$ cat src/rtl/adfm_pkg.sv
`timescale 1ns / 1ps

package adfm_pkg;

  // PDU framing
  localparam int MAX_PDU_BYTES = 39;
  localparam int MIN_PDU_LEN   = 8;
  localparam int HEADER_BYTES  = 2;
  localparam int ADDR_BYTES    = 6;
  localparam int DATA_START    = HEADER_BYTES + ADDR_BYTES;
  localparam int MAX_PDU_LEN   = MAX_PDU_BYTES - HEADER_BYTES;

  // Field and counter widths
  localparam int BYTE_W       = 8;
  localparam int CNT_W        = 6;
  localparam int FLEN_W       = 5;
  localparam int WORD_W       = 64;
  localparam int FILTER_WORDS = 4;
  localparam int FILTER_W     = WORD_W * FILTER_WORDS;
  localparam int CFG_IDX_W    = 3;

  // Configuration register indexes
  localparam logic [CFG_IDX_W-1:0] CFG_FILTER_LEN   = 3'd0;
  localparam logic [CFG_IDX_W-1:0] CFG_FILTER_WORD0 = 3'd1;
  localparam logic [CFG_IDX_W-1:0] CFG_FILTER_WORD1 = 3'd2;
  localparam logic [CFG_IDX_W-1:0] CFG_FILTER_WORD2 = 3'd3;
  localparam logic [CFG_IDX_W-1:0] CFG_FILTER_WORD3 = 3'd4;

  typedef enum logic [2:0] {
    ST_MATCH        = 3'd0,
    ST_BAD_LEN      = 3'd1,
    ST_EMPTY_FILTER = 3'd2,
    ST_MALFORMED    = 3'd3,
    ST_NONE         = 3'd4,
    ST_TRUNCATED    = 3'd5
  } status_t;

  typedef struct packed {
    logic    matched;
    status_t status;
  } result_t;

endpackage

$ cat src/rtl/adfm_cfg.sv
`timescale 1ns / 1ps

module adfm_cfg (
  input  logic                             clk,
  input  logic                             rst,
  input  logic                             cfg_valid,
  input  logic [adfm_pkg::CFG_IDX_W-1:0]   cfg_index,
  input  logic [adfm_pkg::WORD_W-1:0]      cfg_data,
  output logic [adfm_pkg::FLEN_W-1:0]      filter_len,
  output logic [adfm_pkg::FILTER_W-1:0]    filter_bytes
);
  import adfm_pkg::*;

  logic [WORD_W-1:0] filter_word0;
  logic [WORD_W-1:0] filter_word1;
  logic [WORD_W-1:0] filter_word2;
  logic [WORD_W-1:0] filter_word3;

  // Writes to indexes past the register list are dropped.
  always_ff @(posedge clk) begin
    if (rst) begin
      filter_len   <= '0;
      filter_word0 <= '0;
      filter_word1 <= '0;
      filter_word2 <= '0;
      filter_word3 <= '0;
    end else if (cfg_valid) begin
      case (cfg_index)
        CFG_FILTER_LEN:   filter_len   <= cfg_data[FLEN_W-1:0];
        CFG_FILTER_WORD0: filter_word0 <= cfg_data;
        CFG_FILTER_WORD1: filter_word1 <= cfg_data;
        CFG_FILTER_WORD2: filter_word2 <= cfg_data;
        CFG_FILTER_WORD3: filter_word3 <= cfg_data;
        default: ;
      endcase
    end
  end

  assign filter_bytes = {filter_word3, filter_word2, filter_word1, filter_word0};

endmodule

$ cat src/rtl/adfm_parse.sv
`timescale 1ns / 1ps

module adfm_parse (
  input  logic                           clk,
  input  logic                           rst,
  input  logic                           in_valid,
  output logic                           in_stall,
  input  logic [adfm_pkg::BYTE_W-1:0]    pkt_byte,
  input  logic                           last_byte,
  input  logic [adfm_pkg::FLEN_W-1:0]    filter_len,
  input  logic [adfm_pkg::FILTER_W-1:0]  filter_bytes,
  output logic                           res_valid,
  input  logic                           res_free,
  output adfm_pkg::result_t              res
);
  import adfm_pkg::*;

  // Input register
  logic              s1_valid;
  logic [BYTE_W-1:0] s1_byte;
  logic              s1_last;
  logic              s1_adv;

  // Packet walk state
  logic [CNT_W-1:0]  byte_position;
  logic [CNT_W-1:0]  data_bytes_left;
  logic [CNT_W-1:0]  element_bytes_left;
  logic [FLEN_W-1:0] compare_index;
  logic              compare_ok;
  logic              decided;
  status_t           decision_status;

  logic [CNT_W-1:0]  byte_position_next;
  logic [CNT_W-1:0]  data_bytes_left_next;
  logic [CNT_W-1:0]  element_bytes_left_next;
  logic [FLEN_W-1:0] compare_index_next;
  logic              compare_ok_next;
  logic              decided_next;
  status_t           decision_status_next;

  logic [BYTE_W-1:0] filter_byte;
  logic [BYTE_W-1:0] len_minus_addr;

  // The held word leaves unless it is a last word and the result register is full and stalled.
  assign s1_adv    = s1_valid && (!s1_last || res_free);
  assign in_stall  = s1_valid && !s1_adv;
  assign res_valid = s1_valid && s1_last;

  always_ff @(posedge clk) begin
    if (rst) begin
      s1_valid <= 1'b0;
    end else if (!in_stall) begin
      s1_valid <= in_valid;
    end
  end

  always_ff @(posedge clk) begin
    if (!in_stall) begin
      s1_byte <= pkt_byte;
      s1_last <= last_byte;
    end
  end

  assign filter_byte    = filter_bytes[{compare_index, 3'b000} +: BYTE_W];
  assign len_minus_addr = s1_byte - BYTE_W'(ADDR_BYTES);

  always_comb begin
    byte_position_next      = byte_position;
    data_bytes_left_next    = data_bytes_left;
    element_bytes_left_next = element_bytes_left;
    compare_index_next      = compare_index;
    compare_ok_next         = compare_ok;
    decided_next            = decided;
    decision_status_next    = decision_status;

    if (!decided) begin
      if (byte_position == CNT_W'(1)) begin
        if (s1_byte < BYTE_W'(MIN_PDU_LEN) || s1_byte > BYTE_W'(MAX_PDU_LEN)) begin
          decided_next         = 1'b1;
          decision_status_next = ST_BAD_LEN;
        end else if (filter_len == '0) begin
          decided_next         = 1'b1;
          decision_status_next = ST_EMPTY_FILTER;
        end else begin
          data_bytes_left_next = len_minus_addr[CNT_W-1:0];
        end
      end else if (byte_position >= CNT_W'(DATA_START)) begin
        if (element_bytes_left == '0) begin
          // Element length byte
          if (s1_byte == '0 ||
              ({1'b0, s1_byte} + 9'd1) > {3'b000, data_bytes_left} ||
              {3'b000, filter_len} > s1_byte) begin
            decided_next         = 1'b1;
            decision_status_next = ST_MALFORMED;
          end else begin
            element_bytes_left_next = s1_byte[CNT_W-1:0];
            compare_index_next      = '0;
            compare_ok_next         = 1'b1;
            data_bytes_left_next    = data_bytes_left - CNT_W'(1);
          end
        end else begin
          data_bytes_left_next    = data_bytes_left - CNT_W'(1);
          element_bytes_left_next = element_bytes_left - CNT_W'(1);
          if (compare_index < filter_len) begin
            if (s1_byte != filter_byte) begin
              compare_ok_next = 1'b0;
            end
            compare_index_next = compare_index + FLEN_W'(1);
          end
          if (compare_index_next >= filter_len && compare_ok_next) begin
            decided_next         = 1'b1;
            decision_status_next = ST_MATCH;
          end else if (element_bytes_left_next == '0) begin
            // A single byte left at an element boundary cannot hold an element.
            if (data_bytes_left_next == '0) begin
              decided_next         = 1'b1;
              decision_status_next = ST_NONE;
            end else if (data_bytes_left_next == CNT_W'(1)) begin
              decided_next         = 1'b1;
              decision_status_next = ST_MALFORMED;
            end
          end
        end
      end
    end

    if (byte_position != '1) begin
      byte_position_next = byte_position + CNT_W'(1);
    end

    if (decided_next) begin
      res.matched = (decision_status_next == ST_MATCH);
      res.status  = decision_status_next;
    end else begin
      res.matched = 1'b0;
      res.status  = ST_TRUNCATED;
    end
  end

  always_ff @(posedge clk) begin
    if (rst) begin
      byte_position      <= '0;
      data_bytes_left    <= '0;
      element_bytes_left <= '0;
      compare_index      <= '0;
      compare_ok         <= 1'b0;
      decided            <= 1'b0;
      decision_status    <= ST_MATCH;
    end else if (s1_adv) begin
      if (s1_last) begin
        byte_position      <= '0;
        data_bytes_left    <= '0;
        element_bytes_left <= '0;
        compare_index      <= '0;
        compare_ok         <= 1'b0;
        decided            <= 1'b0;
        decision_status    <= ST_MATCH;
      end else begin
        byte_position      <= byte_position_next;
        data_bytes_left    <= data_bytes_left_next;
        element_bytes_left <= element_bytes_left_next;
        compare_index      <= compare_index_next;
        compare_ok         <= compare_ok_next;
        decided            <= decided_next;
        decision_status    <= decision_status_next;
      end
    end
  end

endmodule

$ cat src/rtl/adfm_outreg.sv
`timescale 1ns / 1ps

module adfm_outreg (
  input  logic               clk,
  input  logic               rst,
  input  logic               res_valid,
  output logic               res_free,
  input  adfm_pkg::result_t  res,
  output logic               out_valid,
  input  logic               out_stall,
  output logic               matched,
  output logic [2:0]         status
);
  import adfm_pkg::*;

  result_t held;

  assign res_free = !out_valid || !out_stall;

  always_ff @(posedge clk) begin
    if (rst) begin
      out_valid <= 1'b0;
    end else if (res_free) begin
      out_valid <= res_valid;
    end
  end

  always_ff @(posedge clk) begin
    if (res_free && res_valid) begin
      held <= res;
    end
  end

  assign matched = held.matched;
  assign status  = held.status;

endmodule

$ cat src/rtl/ble_adv_data_filter_match_top.sv
`timescale 1ns / 1ps
// Channel  | Handshake              | Word
// ---------+------------------------+--------------------------------------
// input    | in_valid / in_stall    | pkt_byte[7:0], last_byte
// output   | out_valid / out_stall  | matched, status[2:0]
// config   | cfg_valid / cfg_ready  | cfg_index[2:0], cfg_data[63:0]
//
// One byte is taken every cycle unless the input stalls; each byte is held in the input
// register, where the counter and compare update is made.
// A result enters the output register as its last byte leaves the input register.
// Input stalls only while a last byte waits behind a stalled result.
// Synchronous reset clears the filter registers and the packet state.

module ble_adv_data_filter_match_top (
  input  logic                           clk,
  input  logic                           rst,
  input  logic                           in_valid,
  output logic                           in_stall,
  input  logic [adfm_pkg::BYTE_W-1:0]    pkt_byte,
  input  logic                           last_byte,
  output logic                           out_valid,
  input  logic                           out_stall,
  output logic                           matched,
  output logic [2:0]                     status,
  input  logic                           cfg_valid,
  output logic                           cfg_ready,
  input  logic [adfm_pkg::CFG_IDX_W-1:0] cfg_index,
  input  logic [adfm_pkg::WORD_W-1:0]    cfg_data
);
  import adfm_pkg::*;

  logic [FLEN_W-1:0]   filter_len;
  logic [FILTER_W-1:0] filter_bytes;
  logic                res_valid;
  logic                res_free;
  result_t             res;

  assign cfg_ready = 1'b1;

  adfm_cfg u_cfg (
    .clk          (clk),
    .rst          (rst),
    .cfg_valid    (cfg_valid),
    .cfg_index    (cfg_index),
    .cfg_data     (cfg_data),
    .filter_len   (filter_len),
    .filter_bytes (filter_bytes)
  );

  adfm_parse u_parse (
    .clk          (clk),
    .rst          (rst),
    .in_valid     (in_valid),
    .in_stall     (in_stall),
    .pkt_byte     (pkt_byte),
    .last_byte    (last_byte),
    .filter_len   (filter_len),
    .filter_bytes (filter_bytes),
    .res_valid    (res_valid),
    .res_free     (res_free),
    .res          (res)
  );

  adfm_outreg u_outreg (
    .clk       (clk),
    .rst       (rst),
    .res_valid (res_valid),
    .res_free  (res_free),
    .res       (res),
    .out_valid (out_valid),
    .out_stall (out_stall),
    .matched   (matched),
    .status    (status)
  );

endmodule

$ cat config.mk
export PLATFORM = sky130hd
export DESIGN_NAME = ble_adv_data_filter_match_top
export DESIGN_NICKNAME = d
export VERILOG_FILES = /design/src/rtl/adfm_pkg.sv /design/src/rtl/adfm_cfg.sv /design/src/rtl/adfm_parse.sv /design/src/rtl/adfm_outreg.sv /design/src/rtl/ble_adv_data_filter_match_top.sv
export SDC_FILE = /design/constraint.sdc
export NUM_CORES = 1
export LEC_CHECK = 0
export BUFFER_PORTS_ARGS = -buffer_cell sky130_fd_sc_hd__buf_4
export CORE_ASPECT_RATIO = 1.5
export CORE_UTILIZATION = 35
export DETAILED_ROUTE_END_ITERATION = 7
export SYNTH_ARGS = -nofsm -noshare
export SYNTH_HDL_FRONTEND = slang
export SYNTH_SLANG_ARGS = --single-unit
$ cat constraint.sdc
create_clock -name clk -period 7.94 [get_ports clk]
set_clock_uncertainty 0.15 [all_clocks]
set_input_delay 1.588 -clock clk [delete_from_list [all_inputs] [get_ports clk]]
set_output_delay 1.588 -clock clk [all_outputs]
set_load 0.005 [all_outputs]
==> results.toml <==
[synth]
async_reset_ff_share_pct = 0
synth_xor_area_share_pct = 1.729
synth_cells = 1812
synth_compound_area_share_pct = 17.24
synth_edf_count = 13
synth_mux_area_share_pct = 9.973
yosysWarningCount = 0
yosys-top-cells-area = "dfxtp_1, nand2_1, a21oi_1"
synthFlopType = "dfxtp_1"
synth_area_per_cell_um2 = 8.108
synthSimpleGateAreaFrac_pct = 20.98
ys_ff_latch = 304
syn-cell-area_um2 = 14690
synth_fa_ha_area_share_pct = 2.981
post-synth-top-area-cell = "dfxtp_1"
yosysSeqAreaShare_pct = 42.31
synth_top_area_share_pct = 39.65
synth_top_family_by_area = "simple AND/OR/NAND/NOR gates"
synth_cell_type_count = 84
synth_fp_nets = 1928

[timing]
hold_ws_ps = 302.0
final.period_utilization_pct = 56.04
tns_ps = 0
fmax_mhz = 224.8
max_slew_margin_pct = 27.63
final-max-slew-violation-count = 0
tightest_slew_ps = 1078
setup_viol = 0
setup_slack_ps = 3491
rsz0062_at_grt = "false"
hold_viol = 0
period_needed_ps = 4449

[grt]
gr-usage-all-layers_pct = 22.66
grt-busiest-layer = "met2"
grt_max_degree = 124
grt_pass1_vias = 12600
use_met2_pct = 41.00
grt_pass1_wl_um = 74210
grt_overflow = 0
grt_use_met1_pct = 25.17
antenna_found_initial = 0
met3_usage_pct = 2.407

[cells_and_area]
antennaDiodeCount = 0
nFillCells = 4225
multi_input_area_um2 = 7804
final_util_pct = 40.36
seq_area_um2 = 6223
final_cell_area_um2 = 16630
drive_gt1_share_pct = 11.96
fin_nets = 1933
instances_no_fill = 2398
areaGrowthSynthToFinish_pct = 13.22

[floorplanning]
io_pins = 88
rows = 91
initial_core_util_pct = 35.64
core_um2 = 41220
dieHeight_um = 252.9
fp.dieW_um = 169.3
dieArea_um2 = 42820

[placement]
pre_cts_slack_ps = 3480
dpl-instance-area_um2 = 15580
dp_cells = 2342
place_hpwl_um = 32660
globalplace.congestion = 0.9145
portBuffers = 86

[route]
dr_total_vias = 12720
drtPass1Iterations = 6
drt_iter0_drc = 915
antenna_left = 0
drt-total-wl_um = 48190
vias_per_cell = 5.305
drcViolationCount = 0
routedWlPerCell_um = 20.09

[pwr]
power.density_nw_per_um2 = 202.4
vdd_drop_max_mv = 0.1789
leakagePower_nw = 5.603
finalPower_mw = 3.367

[run]
drv_cap = 0

[worst_hold_path]
hp-class = "reg -> reg"
whs_path_depth = 2

[worst_setup_path]
path_cells = "ha_1 -> a21o_1 -> a21o_1 -> a21oi_2 -> xnor2_1 -> ha_1 -> nand2b_1 -> a21o_1 -> a21o_1 -> a21oi_1 -> nor2b_1 -> o21ai_0 -> a222oi_1 -> o21ai_1 -> o2bb2ai_1 -> a211oi_2"
r2r_cells = 16
crit_path_max_fanout = 38
slowest_stage = "dfxtp_4"
worst_ep_arrival_time_ps = 4630
cp-start-kind = "flip-flop"
critPathCaptureType = "flip-flop"
worstSetupPathType = "reg -> reg"
cpPeakStageDelay_ps = 760
path_common_cell = "a21o_1"
critical_path_required_ps = 8120

[clocking]
clk_pin_slew_worst_paths_ps = 70
hold_buffers = 0
clockBufferDepth = 3
cts_buffers = 31
clkLatencyLatePin_ps = 580
cts_setup_buffers = 0
cts.repair.resized = 0
cts_tree = "built"
clock-root-buffer = "clkbuf_16"
clock_sinks = 304
htree_levels = 1

[outcome]
outcome = "finished, final reports clean"
[kinds of logic after synthesis]
family          count (synthesis)
simple gates                  737
flops                         304
fa+ha+maj                      35
compound gates                434
other cells                     1
buf+inv                       154
mux                           118
xor+xnor                       29
[report_power, final]
group	internal, mW	switching [mW]	total, mW	leakage [nW]
logic	0.0908	0.158	0.249	2.58
registers	1.57	0.0300	1.60	2.49
clock network	0.877	0.643	1.52	0.530
[flip-flops by register name (all words and copies together), names as in the netlist, 6 cells and up]
register,cells
u_cfg.filter_word0,64
u_cfg.filter_word1,64
u_cfg.filter_word2,64
u_cfg.filter_word3,64
u_parse.byte_position,6
u_parse.data_bytes_left,6
u_parse.element_bytes_left,6
u_parse.s1_byte,8
[path summary, 6_finish.rpt]
path	to	slack [ps]	from
worst max-delay path	u_outreg.matched	3490	u_parse.compare_index[2]
worst min-delay path	u_cfg.filter_word2[60]	300	u_cfg.filter_word2[60]
worst max register to register	u_outreg.matched	3490	u_parse.compare_index[2]
worst min register to register	u_cfg.filter_word2[60]	300	u_cfg.filter_word2[60]
[synth_stat cells, drive strengths merged (4+ instances only)]
cell    count
a221oi     13
ha         35
nand2     564
a22o       12
or3         7
nor2       59
nand4       4
mux2        7
a21o        9
buf        34
and2        6
nand2b     14
edfxtp     13
nor3       18
a211oi      6
clkbuf     95
dfxtp     291
a22oi      19
o22ai       9
inv        25
mux2i      89
nor2b       9
and3        5
o21a        4
o21ai      23
a21oi     309
xnor2      23
mux4       22
nand3      24
or2         8
xor2        6
[routing by layer]
layer / vias to the layer above / part of all wire [%]
met4: 0 / 6.5
met2: 380 / 51
met3: 98 / 4.6
met5: - / 0
li1: 6200 / -
met1: 6044 / 38
[critical path: cells and delay by family, from the launching register on]
family          cells  cell delay, ps
fa+ha+maj           2             600
xor+xnor            1             180
flops               1             760
simple gates        2             190
compound gates     11            2310
[cell usage in the layout (no fill, tap or decap), drive strengths merged, types with 5 or more instances in the layout]
cell / count
nor2: 59
o21ai: 23
nor2b: 9
nor3: 18
nand3: 24
inv: 27
xnor2: 23
edfxtp: 13
and3: 5
and2: 6
xor2: 6
buf: 100
or3: 7
a221oi: 13
a21oi: 309
mux2i: 89
a211oi: 6
a22o: 12
or2: 8
nand2: 564
mux2: 7
o22ai: 9
clkinv: 11
nand2b: 14
a22oi: 19
mux4: 22
ha: 35
clkbuf: 41
dfxtp: 291
a21o: 9
[final cells by class]
cell class / instances / area share, %
clock inverters: 16 / 1.023
repair buffers: 101 / 4.596
inverters: 25 / 0.5642
clock buffers: 40 / 5.288
well taps: 558 / 4.197
multi-input cells: 1354 / 46.92
flip-flops and latches: 304 / 37.42
Note: power is estimated with default switching activity, not from simulation.
